### config.mk
export PLATFORM = sky130hd
export DESIGN_NAME = ats_front
export DESIGN_NICKNAME = d
export VERILOG_FILES = /design/src/rtl/ats_pkg.sv /design/src/rtl/ats_front.sv
export SDC_FILE = /design/constraint.sdc
export NUM_CORES = 1
export LEC_CHECK = 0
export ABC_CLOCK_PERIOD_IN_PS = 9500
export BUFFER_PORTS_ARGS = -buffer_cell sky130_fd_sc_hd__buf_2
export CAP_MARGIN = 20
export CORE_MARGIN = 4
export CORE_UTILIZATION = 52
export CTS_BUF_LIST = sky130_fd_sc_hd__clkbuf_2 sky130_fd_sc_hd__clkbuf_4 sky130_fd_sc_hd__clkbuf_8
export CTS_CLUSTER_SIZE = 30
export DETAILED_ROUTE_END_ITERATION = 10
export PLACE_DENSITY = 0.8
export SYNTH_ARGS = -nofsm -noshare
export SYNTH_HDL_FRONTEND = slang
export SYNTH_SLANG_ARGS = --single-unit
### constraint.sdc
create_clock -name clock -period 9.5 [get_ports clock]
set_input_delay 2.375 -clock clock [delete_from_list [all_inputs] [get_ports clock]]
set_output_delay 2.375 -clock clock [all_outputs]
set_load 0.05 [all_outputs]
### src/rtl/ats_pkg.sv
`default_nettype none
// ----------------------------------------------------------------------------
// ats_pkg
// Shared types, widths and codes of the animated texture sampler.
// ----------------------------------------------------------------------------
package ats_pkg;

   localparam int MAX_FRAMES  = 4;
   localparam int MAX_DIM     = 64;

   localparam int FRAME_W     = $clog2(MAX_FRAMES);
   localparam int COORD_W     = $clog2(MAX_DIM);
   localparam int ADDR_W      = FRAME_W + 2 * COORD_W;
   localparam int STORE_DEPTH = MAX_FRAMES * MAX_DIM * MAX_DIM;

   localparam int DIM_W       = 7;
   localparam int COUNT_W     = 3;
   localparam int PERIOD_W    = 32;
   localparam int TEXEL_W     = 32;
   localparam int FRAC_W      = 16;
   localparam int MODE_W      = 2;
   localparam int CHAN_W      = 8;

   localparam int REQ_DATA_W  = 112;
   localparam int RSP_DATA_W  = 40;
   localparam int CSR_ADDR_W  = 4;
   localparam int CSR_DATA_W  = 32;

   localparam int QUEUE_DEPTH = 2;
   localparam int QPTR_W      = $clog2(QUEUE_DEPTH);
   localparam int QCNT_W      = $clog2(QUEUE_DEPTH + 1);

   // item modes
   localparam logic [MODE_W-1:0] MODE_WRITE  = 2'd0;
   localparam logic [MODE_W-1:0] MODE_SAMPLE = 2'd1;
   localparam logic [MODE_W-1:0] MODE_TICK   = 2'd2;

   // register indexes (paddr[3:2])
   localparam logic [1:0] REG_WIDTH  = 2'd0;
   localparam logic [1:0] REG_HEIGHT = 2'd1;
   localparam logic [1:0] REG_COUNT  = 2'd2;
   localparam logic [1:0] REG_PERIOD = 2'd3;

   typedef struct packed {
      logic [DIM_W-1:0]    tex_width;
      logic [DIM_W-1:0]    tex_height;
      logic [COUNT_W-1:0]  frame_count;
      logic [PERIOD_W-1:0] frame_period_ticks;
   } cfg_type;

   // one command handed from the front to the back
   typedef struct packed {
      logic                is_read;
      logic                hit;
      logic [FRAME_W-1:0]  frame;
      logic [ADDR_W-1:0]   addr;
      logic [TEXEL_W-1:0]  wdata;
   } cmd_type;

endpackage
`default_nettype wire

### src/rtl/ats_front.sv
`default_nettype none
// ----------------------------------------------------------------------------
// ats_front
// Accepts items, runs the animation clock and turns writes and samples into
// texel store commands.
// ----------------------------------------------------------------------------
module ats_front
   import ats_pkg::*;
(
   input  wire logic                  clock,
   input  wire logic                  reset,
   input  wire logic                  req_tvalid,
   output logic                       req_tready,
   input  wire logic [MODE_W-1:0]     req_tuser,
   input  wire logic [REQ_DATA_W-1:0] req_tdata,
   input  wire cfg_type               cfg,
   input  wire logic                  q_full,
   output logic                       q_push,
   output cmd_type                    q_cmd
);

   logic [FRAME_W-1:0]  frame_ff, frame_in;
   logic [PERIOD_W-1:0] ticks_ff, ticks_in;

   logic                     accept;
   logic [MODE_W-1:0]        mode;
   logic [FRAC_W-1:0]        u_frac, v_frac;
   logic [FRAME_W-1:0]       load_frame;
   logic [COORD_W-1:0]       load_x, load_y;
   logic [TEXEL_W-1:0]       load_texel;
   logic [COUNT_W-1:0]       count;
   logic [DIM_W-1:0]         w_eff, h_eff;
   logic [FRAC_W+DIM_W-1:0]  u_prod, v_prod;
   logic [DIM_W-1:0]         x_raw, y_raw;
   logic [COORD_W-1:0]       x_pos, y_pos;
   logic                     hit, load_ok;
   logic [PERIOD_W-1:0]      ticks_inc;
   logic [COUNT_W-1:0]       frame_nxt;

   assign mode       = req_tuser;
   assign u_frac     = req_tdata[FRAC_W-1:0];
   assign v_frac     = req_tdata[32 +: FRAC_W];
   assign load_frame = req_tdata[64 +: FRAME_W];
   assign load_x     = req_tdata[66 +: COORD_W];
   assign load_y     = req_tdata[72 +: COORD_W];
   assign load_texel = req_tdata[78 +: TEXEL_W];

   assign req_tready = !q_full;
   assign accept     = req_tvalid && req_tready;

   assign count = (cfg.frame_count > COUNT_W'(MAX_FRAMES)) ? COUNT_W'(MAX_FRAMES)
                                                          : cfg.frame_count;
   assign w_eff = (cfg.tex_width > DIM_W'(MAX_DIM)) ? DIM_W'(MAX_DIM) : cfg.tex_width;
   assign h_eff = (cfg.tex_height > DIM_W'(MAX_DIM)) ? DIM_W'(MAX_DIM) : cfg.tex_height;

   // repeat wrap: keep the Q0.16 fraction, scale by the dimension, truncate
   assign u_prod = (FRAC_W+DIM_W)'(u_frac) * (FRAC_W+DIM_W)'(w_eff);
   assign v_prod = (FRAC_W+DIM_W)'(v_frac) * (FRAC_W+DIM_W)'(h_eff);
   assign x_raw  = u_prod[FRAC_W +: DIM_W];
   assign y_raw  = v_prod[FRAC_W +: DIM_W];
   assign x_pos  = (x_raw >= DIM_W'(MAX_DIM)) ? COORD_W'(MAX_DIM - 1) : x_raw[COORD_W-1:0];
   assign y_pos  = (y_raw >= DIM_W'(MAX_DIM)) ? COORD_W'(MAX_DIM - 1) : y_raw[COORD_W-1:0];

   assign hit     = (count != '0) && (COUNT_W'(frame_ff) < count);
   assign load_ok = (COUNT_W'(load_frame) < COUNT_W'(MAX_FRAMES))
                 && (DIM_W'(load_x) < DIM_W'(MAX_DIM))
                 && (DIM_W'(load_y) < DIM_W'(MAX_DIM));

   always_comb begin
      q_push = 1'b0;
      q_cmd  = '0;
      case (mode)
         MODE_WRITE: begin
            q_push        = accept && load_ok;
            q_cmd.is_read = 1'b0;
            q_cmd.addr    = {load_frame, load_y, load_x};
            q_cmd.wdata   = load_texel;
         end
         MODE_SAMPLE: begin
            q_push        = accept;
            q_cmd.is_read = 1'b1;
            q_cmd.hit     = hit;
            q_cmd.frame   = hit ? frame_ff : '0;
            q_cmd.addr    = {frame_ff, y_pos, x_pos};
         end
         default: begin
            q_push = 1'b0;
         end
      endcase
   end

   // animation clock
   assign ticks_inc = (ticks_ff == '1) ? ticks_ff : ticks_ff + 1'b1;
   always_comb begin
      frame_nxt = COUNT_W'(frame_ff) + 1'b1;
      if (frame_nxt >= count) begin
         frame_nxt = frame_nxt - count;
      end
      // a stale frame above a lowered count can need a second wrap
      if (frame_nxt >= count) begin
         frame_nxt = frame_nxt - count;
      end
   end

   always_comb begin
      frame_in = frame_ff;
      ticks_in = ticks_ff;
      if (accept && mode == MODE_TICK && count > COUNT_W'(1)
          && cfg.frame_period_ticks != '0) begin
         if (ticks_inc >= cfg.frame_period_ticks) begin
            frame_in = frame_nxt[FRAME_W-1:0];
            ticks_in = '0;
         end else begin
            ticks_in = ticks_inc;
         end
      end
   end

   always_ff @(posedge clock) begin
      if (reset) begin
         frame_ff <= '0;
         ticks_ff <= '0;
      end else begin
         frame_ff <= frame_in;
         ticks_ff <= ticks_in;
      end
   end

`ifndef SYNTH
   a_frame_holds_without_period: assert property (@(posedge clock) disable iff (reset)
      (accept && mode == MODE_TICK && cfg.frame_period_ticks == '0) |=> $stable(frame_ff))
      else $error("frame advanced with animation disabled");
`endif

endmodule
`default_nettype wire

==> metrics.yaml <==
synth.most_common_cell: "and2_1"
synth-edff-count: 0
multi_input_area_mm2: 0.00900
synth_top_cell_by_area: "fa_1"
dieArea_mm2: 0.0213
maxCapViolCount: 0
whs_endpoint: "ticks_ff[1]"
min_period_ps: 9630
h-tree-depth: 2
cts.sinks: 34
synth_top_cell_area_share_pct: 27.8
fin_ws_ps: -126
synth_top_family_by_area: "adder cells"
status: "finished with violations"
seqCellArea_um2: 681
finalSetupViolCount: 9
routed-wl-met3_um: 914
die_x_um: 146
gp_congestion: 0.924
fmax_mhz: 104
min_path_type: "flop to flop"
drc: 0
yosysSeqAreaShare_pct: 6.89
reg2reg_to: "ticks_ff[20]"
worstReg2RegStart: "ticks_ff[24]"
p_leak_uw: 0.00648
critPathLaunchType: "input pin"
synth_seq_cells: 34
initial_utilization_pct: 52.8
finalHoldViolations: 0
clockBufferDepth: 2
port_buffers: 184
numCtsBuffers: 5
report.final.slew_viol_count: 0
wl_met2_um: 13100
synth_compound_area_share_pct: 7.76
yosys_warnings: 0
crit_path_end_kind: "output pin"
clk_pin_slew_ps: 80
nFillCells: 1489
critPathMaxFanout: 6
globalRouteOverflowTotal: 0
grt_start_max_net_pins: 33
tritoncts: "done"
netlist_instances: 1187
synth.top_cells.by_area: "fa_1 28%, ha_1 15%, and2_1 12%"
areaGrowthSynthToFinish_pct: 26.5
synth_common_cells: "193 x and2_1, 161 x inv_1, 137 x fa_1, 120 x ha_1, 101 x nor2_1"
grt_setup_unrepaired: "yes"
synth_xor_area_share_pct: 6.89
grt_pass1_vias: 9335
synth_fa_ha_area_share_pct: 43.0
yosys.area_share.simple_pct: 26.7
track_usage_pct: 23.6
p_per_area_mw_per_mm2: 87.0
root_buffer: "clkbuf_8"
tightest_slew_ps: 846
post-route-period-util_pct: 101
synth_cell_types: 56
hold_start: "ticks_ff[1]"
critical_path_required_ps: 7130
async_reset_ff_share_pct: 0
die_h_um: 146
syn-num-nets: 1611
arrival_ps: 7250
fin_skew_ps: 7.85
fin_total_pwr_uw: 1090
reg2reg_depth: 17
nNetsFinal: 1854
hold_buffers: 0
diodes: 0
drtIter0Drc: 283
relSlewSlack_pct: 43.6
viasPerCell: 5.26
io_pins: 219
insertion_delay_ps: 290
crit_type: "input pin to output pin"
ant_nets: 0
hpwl_um: 20500
rrSetupSlack_ps: 4470
syn_area_per_cell_um2: 8.32
drive_above_1_share_pct: 27.7
wirelength_um: 25200
drt_pass1_iterations: 5
synth_area_mm2: 0.00988
rows: 50
vdd_drop_max_mv: 0.0517
wl_per_cell_um: 15.1
hold_depth: 2
final_util_pct: 66.8
vias: 8758
met1_length_um: 10800
grt_antenna_before_repair: 0
core-area_mm2: 0.0187
grt_pass1_wl_um: 43000
violations: "setup timing"
dr.max_layer_used: "met4"
synth.area.mux_share_pct: 0.735
synthFlopType: "dfxtp_1"
==> layout by cell type, fill, tap and decap left out, types with 6 or more instances in the layout <==
cell	count
buf_4	67
buf_2	169
clkbuf_8	6
nand3_1	20
inv_2	14
nor2b_1	8
nor2_1	98
nor3_1	22
dfxtp_1	34
nor4_1	11
a21oi_1	25
xnor2_1	43
ha_4	13
nand4_1	17
buf_6	29
ha_1	106
fa_1	127
inv_1	148
o21ai_0	16
nor2b_4	11
and2_1	171
xor2_1	29
fa_2	10
a21o_1	16
o21a_1	7
a21oi_2	6
and2_4	22
nand2_1	93
==> per-stage QoR <==
step	cell area, um2	setup WS, ps	hold WS [ps]	TNS (ps)	std cells
final	12500	-126	498	-733	1665
after global routing	12500	-288	523	-2360	1665
after CTS	12300	-160	499	-661	1661
after detailed placement	11700	-517	493	-5330	1635
after global placement	11700	-439	471	-4480	1635
after floorplan	10200	-162	459	-684	1187
==> flip-flops by register name (all words and copies together), names as in the netlist <==
signal / count
frame_ff: 2
ticks_ff: 32
==> worst max-delay path, cell delays in order <==
cell	delay [ps]
buf_2	100
nor2b_4	140
buf_12	130
buf_4	130
buf_6	110
buf_6	110
and2_4	150
fa_1	500
fa_2	450
fa_1	530
inv_2	40
fa_1	510
inv_2	40
ha_4	210
o211ai_1	90
o22ai_2	150
a2111oi_4	420
o21ai_2	140
a31oi_4	210
xnor2_4	180
a311oi_4	350
buf_6	200
==> cells by family after synthesis <==
family	count (synthesis)
XOR/XNOR	76
flip-flops	34
AO/OA/AOI/OAI	111
multiplexers	7
adder cells (fa/ha/maj)	257
buffers and inverters	199
AND/OR/NAND/NOR	503
==> what timing repair did <==
action / 4_1_cts / 5_1_grt
pin swaps: 86 / 60
gates resized for setup: 88 / 39
cloned: 2 / 0
endpoints found under the setup margin: 12 / 12
setup buffers: 16 / 3
==> worst max-delay path by stage <==
stage / slack [ps] / to / depth (start not counted) / startpoint
CTS: -160 / q_cmd[39] / 20 / cfg[41]
global placement: -440 / q_cmd[38] / 19 / cfg[41]
finish: -130 / q_cmd[41] / 22 / cfg[36]
global route: -290 / q_cmd[41] / 22 / cfg[36]
floorplan: -160 / q_cmd[38] / 19 / cfg[41]
detailed placement: -520 / q_cmd[38] / 19 / cfg[41]
==> per-layer routing <==
metal | vias to the layer above | global-route usage (%)
li1 | 4271 | -
met4 | 0 | 4.18
met3 | 44 | 2.21
met1 | 4237 | 30.3
met5 | - | 0
met2 | 206 | 43.8
==> layout make-up <==
cell class,count,share of cell area (%)
multi-input combinational,955,72.0
timing repair buffer,272,14.5
sequential,34,5.45
inverter,162,4.87
tap,234,2.34
clock buffer,6,0.661
clock inverter,2,0.100
==> power breakdown <==
group	total [uW]	internal [uW]	switching, uW	leakage, uW
Sequential	143	143	0.191	0.000274
Combinational	829	371	458	0.00616
Clock	115	58.3	57.2	0.0000472
Total	1090	572	515	0.00648
No activity file was read; power rests on OpenSTA's default activity.
