## src/rtl/ats_pkg.sv

```systemverilog
`default_nettype none
// ----------------------------------------------------------------------------
// ats_pkg
// Shared types, widths and codes of the animated texture sampler.
// ----------------------------------------------------------------------------
package ats_pkg;

   localparam int MAX_FRAMES  = 4;
   localparam int MAX_DIM     = 64;

   localparam int FRAME_W     = $clog2(MAX_FRAMES);
   localparam int COORD_W     = $clog2(MAX_DIM);
   localparam int ADDR_W      = FRAME_W + 2 * COORD_W;
   localparam int STORE_DEPTH = MAX_FRAMES * MAX_DIM * MAX_DIM;

   localparam int DIM_W       = 7;
   localparam int COUNT_W     = 3;
   localparam int PERIOD_W    = 32;
   localparam int TEXEL_W     = 32;
   localparam int FRAC_W      = 16;
   localparam int MODE_W      = 2;
   localparam int CHAN_W      = 8;

   localparam int REQ_DATA_W  = 112;
   localparam int RSP_DATA_W  = 40;
   localparam int CSR_ADDR_W  = 4;
   localparam int CSR_DATA_W  = 32;

   localparam int QUEUE_DEPTH = 2;
   localparam int QPTR_W      = $clog2(QUEUE_DEPTH);
   localparam int QCNT_W      = $clog2(QUEUE_DEPTH + 1);

   // item modes
   localparam logic [MODE_W-1:0] MODE_WRITE  = 2'd0;
   localparam logic [MODE_W-1:0] MODE_SAMPLE = 2'd1;
   localparam logic [MODE_W-1:0] MODE_TICK   = 2'd2;

   // register indexes (paddr[3:2])
   localparam logic [1:0] REG_WIDTH  = 2'd0;
   localparam logic [1:0] REG_HEIGHT = 2'd1;
   localparam logic [1:0] REG_COUNT  = 2'd2;
   localparam logic [1:0] REG_PERIOD = 2'd3;

   typedef struct packed {
      logic [DIM_W-1:0]    tex_width;
      logic [DIM_W-1:0]    tex_height;
      logic [COUNT_W-1:0]  frame_count;
      logic [PERIOD_W-1:0] frame_period_ticks;
   } cfg_type;

   // one command handed from the front to the back
   typedef struct packed {
      logic                is_read;
      logic                hit;
      logic [FRAME_W-1:0]  frame;
      logic [ADDR_W-1:0]   addr;
      logic [TEXEL_W-1:0]  wdata;
   } cmd_type;

endpackage
`default_nettype wire

```

## src/rtl/ats_queue.sv

```systemverilog
`default_nettype none
// ----------------------------------------------------------------------------
// ats_queue
// Short command queue between the front and the back.
// ----------------------------------------------------------------------------
module ats_queue
   import ats_pkg::*;
(
   input  wire logic    clock,
   input  wire logic    reset,
   input  wire logic    push,
   input  wire cmd_type push_cmd,
   output logic         full,
   input  wire logic    pop,
   output logic         head_valid,
   output cmd_type      head_cmd
);

   cmd_type             entry_ff [QUEUE_DEPTH];
   logic [QPTR_W-1:0]   wr_ptr_ff, rd_ptr_ff;
   logic [QCNT_W-1:0]   cnt_ff;
   logic                do_push, do_pop;

   assign full       = (cnt_ff == QCNT_W'(QUEUE_DEPTH));
   assign head_valid = (cnt_ff != '0);
   assign head_cmd   = entry_ff[rd_ptr_ff];
   assign do_push    = push && !full;
   assign do_pop     = pop && head_valid;

   always_ff @(posedge clock) begin
      if (do_push) begin
         entry_ff[wr_ptr_ff] <= push_cmd;
      end
   end

   always_ff @(posedge clock) begin
      if (reset) begin
         wr_ptr_ff <= '0;
         rd_ptr_ff <= '0;
         cnt_ff    <= '0;
      end else begin
         if (do_push) begin
            wr_ptr_ff <= (wr_ptr_ff == QPTR_W'(QUEUE_DEPTH - 1)) ? '0 : wr_ptr_ff + 1'b1;
         end
         if (do_pop) begin
            rd_ptr_ff <= (rd_ptr_ff == QPTR_W'(QUEUE_DEPTH - 1)) ? '0 : rd_ptr_ff + 1'b1;
         end
         cnt_ff <= cnt_ff + QCNT_W'(do_push) - QCNT_W'(do_pop);
      end
   end

`ifndef SYNTH
   a_count_bounded: assert property (@(posedge clock) disable iff (reset)
      cnt_ff <= QCNT_W'(QUEUE_DEPTH))
      else $error("queue count beyond depth");
`endif

endmodule
`default_nettype wire

```

## config.mk

```make
export PLATFORM = sky130hd
export DESIGN_NAME = ats_queue
export DESIGN_NICKNAME = d
export VERILOG_FILES = /design/src/rtl/ats_pkg.sv /design/src/rtl/ats_queue.sv
export SDC_FILE = /design/constraint.sdc
export NUM_CORES = 1
export LEC_CHECK = 0
export BUFFER_PORTS_ARGS = -buffer_cell sky130_fd_sc_hd__buf_2
export CAP_MARGIN = 5
export CORE_ASPECT_RATIO = 1.75
export CORE_UTILIZATION = 51
export CTS_CLUSTER_SIZE = 16
export DETAILED_ROUTE_END_ITERATION = 6
export MAX_ROUTING_LAYER = met4
export PLACE_DENSITY = 0.84
export SYNTH_ARGS = -nofsm -noshare
export SYNTH_HDL_FRONTEND = slang
export SYNTH_SLANG_ARGS = --single-unit
```

## constraint.sdc

```tcl
create_clock -name clock -period 2.85 [get_ports clock]
set_input_delay 0 -clock clock [delete_from_list [all_inputs] [get_ports clock]]
set_output_delay 0 -clock clock [all_outputs]
set_load 0.05 [all_outputs]
```

==> impl_metrics.toml, run 1 <==
[status]
status = "complete, no violations"

[synth]
ys_types = 22
ys_seq_area_share_pct = 80.97
synth.avg_cell_area_um2 = 20.94
syn-cell-area_um2 = 3832
yosys_register_bits = 105
synth_nets = 239
synth_warnings = 0
syn_inst = 183

[setup_path]
reg2reg_slack_ns = 0.92
arrival_ns = 2.06
cp.required_ns = 2.85
end_kind = "output port"
start_kind = "register"
critPathMaxFanout = 28
crit_type = "reg2out"

[clocking]
clockBufferDepth = 2
clkLatencyLatePin_ns = 0.34
hold_buffers = 51
post_cts_resized = 0
post_cts_buffers = 0
numClockSinks = 105
cts_max_level = 3
numCtsBuffers = 9
clkTransAtPathRegs_ns = 0.06
cts_root_buf = "clkbuf_16"
cts_tree = "done"

[finish]
fin_nets = 404
mostFrequentLayoutCells = "105 x buf_2, 100 x edfxtp_1, 51 x dlygate4sd3_1"
final_common_cell = "buf_2"
drive_gt1_share_pct = 48.73
synthToLayoutAreaGrowth_pct = 37.22
fill_cells = 459
finalNonFillerCells = 439
antennaDiodeCount = 0

[sta]
holdWs_ns = 0.06970
grt_setup_unrepaired = "false"
slew-limit-headroom_pct = 53.40
hold_viol_final = 0
finalSetupViolations = 0
max_freq_mhz = 486.5
min_period_ns = 2.056
fin_tns_setup_ns = 0
finalMaxSlewViolations = 0
fin_skew_ns = 0.006224
setup_slack_ns = 0.7943
worst_slew_pin_slew_ns = 0.6989
period_share_pct = 72.13

[drt]
firstDrtPassIters = 4
num_vias = 2177
wire_per_inst_um = 16.70
totalWireLength_um = 7330
drt_iter0_drc = 166
ant_nets = 0
post-route-drc-count = 0
viasPerCell = 4.959

[floorplan]
die_y_um = 116.7
row_count = 41
die-area_um2 = 7879
ios = 106
fp.dieW_um = 67.53
coreArea_um2 = 7233
start_util_pct = 52.98

[pwr]
power.leakage_uw = 0.002020
power_density_nw_per_um2 = 971.9
ir_drop_mv = 0.7611

[grt]
grt_pass1_vias = 2139
grt_max_degree = 29
grt_overflow = 0
grt_usage_pct = 20.87
grt_pass1_wl_um = 10780
antenna_found_initial = 0

[placed_design]
place_ws_ns = 0.9140
port-buffer-count = 105
gp_congestion = 0.7275
dp_hpwl_um = 4336
dp.cells = 372

[job]
drv_cap = 0

[min_path]
hold_path_class = "in2reg"
cells in the mapped netlist:
| library cell | n | area share (%) |
|---|---|---|
| inv_2 | 1 | 0.098 |
| xnor2_1 | 1 | 0.23 |
| o21ai_0 | 1 | 0.13 |
| or3_1 | 1 | 0.16 |
| buf_2 | 6 | 0.78 |
| edfxtp_1 | 100 | 78 |
| and3_2 | 1 | 0.20 |
| and2_1 | 1 | 0.16 |
| or2_2 | 1 | 0.16 |
| nor3_1 | 1 | 0.13 |
| dfxtp_1 | 5 | 2.6 |
| a21oi_1 | 1 | 0.13 |
| inv_1 | 3 | 0.29 |
| mux2_2 | 46 | 14 |
| nand2_1 | 1 | 0.098 |
| mux2_1 | 4 | 1.2 |
| nor2b_1 | 1 | 0.16 |
| nand2b_2 | 1 | 0.23 |
| ha_1 | 2 | 0.65 |
| xor2_1 | 1 | 0.23 |
| o21a_1 | 1 | 0.20 |
| nor2_1 | 3 | 0.29 |
metal layers:
| metal | vias up | global-route usage (%) | wire, um |
|---|---|---|---|
| met1 | 1058 | 21.40 | 2678 |
| li1 | 1044 | - | - |
| met3 | 13 | 5.469 | 246 |
| met4 | 0 | 11.06 | 185 |
| met5 | - | - | 0 |
| met2 | 62 | 35.31 | 4219 |
sequential cells by signal, indices dropped and copies added (netlist names), named ones only:
register   count
cnt_ff         2
entry_ff     100
rd_ptr_ff      1
wr_ptr_ff      1
worst max-delay path, cell delays in order (launching register included):
cell     delay (ns)
dfxtp_2        0.78
buf_4          0.33
mux2_2         0.38
buf_2          0.22
cell families after synthesis:
logic type      after synthesis  synth area share, %
compound gates                3               0.4569
simple gates                 11                1.600
fa+ha+maj                     2               0.6529
flops                       105                80.97
xor+xnor                      2               0.4572
buf+inv                      10                1.175
mux                          50                14.69
stage by stage:
step / total power [uW] / util, % / instance area (um^2)
finish: 5111 / 72.70 / 5259
global route: 5317 / 72.70 / 5259
CTS: 5136 / 72.70 / 5259
detailed placement: 4023 / 62.10 / 4492
global placement: 3980 / 62.10 / 4492
floorplan: 3589 / - / 3832
path summary, 6_finish.rpt:
check | start | to | cells after the start
setup / recovery | register | head_cmd[14] | 3
hold / removal | push | wr_ptr_ff | 4
setup reg to reg | cnt_ff[0] | entry_ff[0][5] | 5
hold reg to reg | wr_ptr_ff | wr_ptr_ff | 2
cell type report:
| type | count | area [um^2] | share of cell area (%) |
|---|---|---|---|
| clock buffers | 12 | 236.5 | 4.497 |
| clock inverters | 4 | 20.02 | 0.3807 |
| inverters | 4 | 15.01 | 0.2855 |
| multi-input cells | 68 | 684.4 | 13.01 |
| flip-flops and latches | 105 | 3104 | 59.03 |
| well taps | 86 | 107.6 | 2.046 |
| repair buffers | 160 | 1091 | 20.75 |
where the power goes:
part	switching, uW	internal [uW]
clock	485	585
sequential	122	1970
combinational	1370	585
(Power assumes the default switching activity.)
==> run 2, diff against run 1 <==
Clock period 2.85 ns to 2.05 ns, I/O delays scaled along.
==> impl_metrics.toml, run 2 (synthesis results as in run 1) <==
[placed_design]
place_ws_ns = 0.4078
gp_congestion = 0.7827
dp.cells = 374
port-buffer-count = 105
placed_cell_area_um2 = 4498
dp_hpwl_um = 4517

[sta]
holdWs_ns = 0.07563
fin_skew_ns = 0.005064
finalMaxSlewViolations = 0
max_freq_mhz = 612.3
worst_slew_pin_slew_ns = 0.3789
hold_viol_final = 0
slew-limit-headroom_pct = 74.74
min_period_ns = 1.633
setup_slack_ns = 0.4169
period_share_pct = 79.66
grt_setup_unrepaired = "false"
finalSetupViolations = 0
fin_tns_setup_ns = 0

[finish]
largestRegisters = "entry_ff x100, cnt_ff x2"
finalNonFillerCells = 442
drive_gt1_share_pct = 49.01
largest_reg_flops = 100
multiInputGateArea_um2 = 684.4
final_common_cell = "buf_2"
fin_nets = 406
regArea_um2 = 3104
fill_cells = 441
finalInstanceArea_um2 = 5315
regMostFlops = "entry_ff"
synthToLayoutAreaGrowth_pct = 38.69
mostFrequentLayoutCells = "105 x buf_2, 100 x edfxtp_1, 51 x dlygate4sd3_1"

[job]
drv_cap = 0

[setup_path]
cp.required_ns = 2.05
end_kind = "output port"
crit_type = "reg2out"
start_kind = "register"
critPathMaxFanout = 29
arrival_ns = 1.63

[drt]
num_vias = 2214
drt_iter0_drc = 155
wire_per_inst_um = 16.40
viasPerCell = 5.009
ant_nets = 0
totalWireLength_um = 7250
firstDrtPassIters = 4
post-route-drc-count = 0

[min_path]
hold_path_class = "in2reg"

[grt]
grt_pass1_wl_um = 10570
grt_max_degree = 33
grt_pass1_vias = 2366
antenna_found_initial = 1
grt_overflow = 0
grt_usage_pct = 20.17

[clocking]
clkLatencyLatePin_ns = 0.34
clockBufferDepth = 2
cts_root_buf = "clkbuf_16"
cts_tree = "done"
cts_max_level = 3
numCtsBuffers = 9
post_cts_buffers = 0
numClockSinks = 105
clkTransAtPathRegs_ns = 0.06

[floorplan]
fp.dieW_um = 67.53
die_y_um = 116.7
die-area_um2 = 7879
ios = 106
coreArea_um2 = 7233
row_count = 41
start_util_pct = 52.98

[status]
status = "complete, no violations"

[pwr]
power.leakage_uw = 0.002046
ir_drop_mv = 0.8914
power_density_nw_per_um2 = 1386
[run 2: cell types whose count changed in the layout (fill, tap and decap cells not counted)]
cell / before / now
buf_12: 2 / 1
buf_4: 2 / 5
bufinv_16: 0 / 2
clkinv_2: 1 / 0
diode_2: 0 / 1
inv_2: 2 / 1
[run 2: path summary, 6_finish.rpt]
kind	start	end	slack, ns	depth (start not counted)
worst min-delay path	push	wr_ptr_ff	0.08	4
worst min register to register	wr_ptr_ff	wr_ptr_ff	0.50	2
worst max register to register	cnt_ff[0]	entry_ff[0][26]	0.42	5
worst max-delay path	register	head_cmd[11]	0.42	3
[run 2: area by class of cell]
class	count	area share, %
Antenna cell	1	0.04708
Clock inverter	4	1.271
Sequential cell	105	58.40
Tap cell	86	2.024
Timing Repair Buffer	162	20.57
Clock buffer	12	4.449
Inverter	4	0.3531
Multi-Input combinational cell	68	12.88
[run 2: power breakdown]
group / switching, uW / total, uW / internal (uW)
sequential: 86.4 / 2820 / 2730
combinational: 1980 / 2800 / 817
clock: 682 / 1740 / 1060
[run 2: timing repair]
item,CTS,global route
resized for setup,0,0
hold buffers,51,0
hold endpoints to repair,105,0
[run 2: per-layer routing]
layer / vias to the layer above / routed length [um] / GRT usage [%]
met5: - / 0 / -
met4: 0 / 267 / 12.34
met3: 18 / 317 / 5.859
met2: 71 / 4088 / 34.19
met1: 1080 / 2576 / 19.44
li1: 1045 / - / -
[run 2: per-stage QoR]
step	util, %	power, uW
2_1_floorplan	-	4991
3_3_place_gp	62.19	5541
3_5_place_dp	62.19	5595
4_1_cts	73.45	7414
5_1_grt	73.48	7638
6_report	73.48	7366
[run 2: worst max-delay path: stages, from the launching register on]
cell     delay [ns]
dfxtp_2        0.33
buf_4          0.34
mux2_2         0.40
buf_2          0.22
==> run 3, diff against run 2 <==
Settings changed: ABC_AREA set to 1, CORE_UTILIZATION 51 to 47, PLACE_DENSITY 0.84 to 0.81.
Clock period 2.05 ns to 1.34 ns, I/O delays scaled along.
==> impl_metrics.toml, run 3 <==
[clocking]
clockBufferDepth = 2
clkTransAtPathRegs_ns = 0.07
cts_root_buf = "clkbuf_16"
cts_tree = "done"
clkLatencyLatePin_ns = 0.35
numCtsBuffers = 9
numClockSinks = 105
cts_max_level = 3

[finish]
final_common_cell = "edfxtp_1"
regMostFlops = "entry_ff"
finalInstanceArea_um2 = 6354
drive_gt1_share_pct = 55.27
antennaDiodeCount = 0
mostFrequentLayoutCells = "100 x edfxtp_1, 54 x buf_2, 53 x buf_6"
fin_nets = 441
largest_reg_flops = 100
largestRegisters = "entry_ff x100, cnt_ff x2"
synthToLayoutAreaGrowth_pct = 54.35

[setup_path]
start_kind = "register"
arrival_ns = 1.61
end_kind = "register"
crit_type = "reg2reg"
cp.required_ns = 1.45
critPathMaxFanout = 5

[placed_design]
port-buffer-count = 105
dp_hpwl_um = 4956
gp_congestion = 0.7286
placed_cell_area_um2 = 4882

[synth]
synth_nets = 251
syn_inst = 195
yosys_register_bits = 105
synthArstFlopShare_pct = 0
synth_most_common_cell = "edfxtp_1"
ys_types = 11
synth_edf_count = 100
ys.flop_type = "edfxtp_1"
ys_seq_area_share_pct = 75.38
synth.avg_cell_area_um2 = 21.11
synth_top_area_cell = "edfxtp_1"
yosysTopAreaCellShare_pct = 72.95
synth_area_leaders = "edfxtp_1 73%, mux2_4 18%, buf_12 2.4%, dfxtp_1 2.4%, inv_1 0.91%"
syn-cell-area_um2 = 4116
yosys-top-cells-count = "100 x edfxtp_1, 50 x mux2_4, 10 x inv_1, 9 x nor2_1, 8 x nand2_1"
synth_warnings = 0

[sta]
holdWs_ns = 0.05592
fin_skew_ns = 0.007896
setup_slack_ns = -0.1624
worst_slew_pin_slew_ns = 0.2718
max_freq_mhz = 665.6
grt_setup_unrepaired = "true"
hold_viol_final = 0
min_period_ns = 1.502
slew-limit-headroom_pct = 81.85
finalMaxSlewViolations = 0
finalSetupViolations = 125
period_share_pct = 112.1

[pwr]
ir_drop_mv = 1.918
power.leakage_uw = 0.002547
power.total_uw = 12550
power_density_nw_per_um2 = 1975

[drt]
viasPerCell = 4.798
firstDrtPassIters = 4
post-route-drc-count = 0
ant_nets = 0
drt_iter0_drc = 112
num_vias = 2418
wire_per_inst_um = 17.99
totalWireLength_um = 9065

[grt]
grt_pass1_vias = 2479
grt_pass1_wl_um = 12850
grt_max_degree = 34
grt_overflow = 0
grt_usage_pct = 20.75
antenna_found_initial = 0

[floorplan]
ios = 106
die_y_um = 125.8
row_count = 44
fp.dieW_um = 72.75
start_util_pct = 49.19
die-area_um2 = 9151
coreArea_um2 = 8368

[job]
drv_cap = 0

[status]
status = "finished, violations left"
violations = "setup timing"

[min_path]
hold_path_class = "in2reg"
run 3: power by group:
part | switching, uW | internal (uW)
Sequential | 222 | 4190
Combinational | 3190 | 2620
Clock | 1100 | 1230
Total | 4510 | 8030
run 3: final timing paths:
kind | slack, ns | end | cells past startpoint | from
worst max-delay path | -0.16 | entry_ff[1][14] | 8 | cnt_ff[0]
worst min register to register | 0.56 | register | 2 | rd_ptr_ff
worst min-delay path | 0.06 | wr_ptr_ff | 3 | push
worst max register to register | -0.16 | entry_ff[1][14] | 8 | cnt_ff[0]
run 3: critical path, cell delays in order, from the launching register on:
cell and delay [ns]:
dfxtp_4 0.37, inv_4 0.07, nand2_4 0.05, buf_6 0.12, nand3_4 0.10, clkinvlp_4 0.13
buf_12 0.17, buf_12 0.12, buf_16 0.12
run 3: kinds of logic after synthesis:
group           after synthesis  synth area share, %
flops                       105                75.38
compound gates                2               0.2432
buf+inv                      16                3.617
simple gates                 20                1.915
fa+ha+maj                     2               0.6078
mux                          50                18.24
run 3: through the flow:
stage | util [%] | setup slack (ns) | setup TNS [ns] | std cells
finish | 75.93 | -0.1624 | -10.01 | 504
global route | 75.93 | -0.1836 | -14.23 | 504
CTS | 74.30 | -0.1504 | -6.220 | 498
detailed placement | 58.34 | -0.1454 | -1.191 | 420
global placement | 58.34 | -0.006828 | -0.006828 | 420
floorplan | - | -0.3278 | -30.75 | 195
run 3: routing by layer:
metal / global-route usage [%] / wire length [um] / share of wire [%] / up-vias
li1: - / - / - / 1123
met1: 19.39 / 3051 / 34 / 1192
met2: 38.65 / 5429 / 60 / 82
met3: 2.400 / 268 / 3.0 / 21
met4: 12.46 / 315 / 3.5 / 0
met5: - / 0 / 0 / -
run 3: cell type report:
cell class | instances | area, um^2
inverter | 10 | 43.79
clock inverter | 5 | 23.77
sequential | 105 | 3114
multi-input combinational | 74 | 953.4
timing repair buffer | 185 | 1846
clock buffer | 10 | 229.0
fill | 486 | 2014
tap | 115 | 143.9
run 3: what timing repair did:
action	CTS	global route
endpoints found under the hold margin	105	0
hold buffers	52	0
gates cloned	3	6
gates resized for setup	123	13
pin swaps	9	7
buffers inserted	8	4
endpoints found under the setup margin	103	137
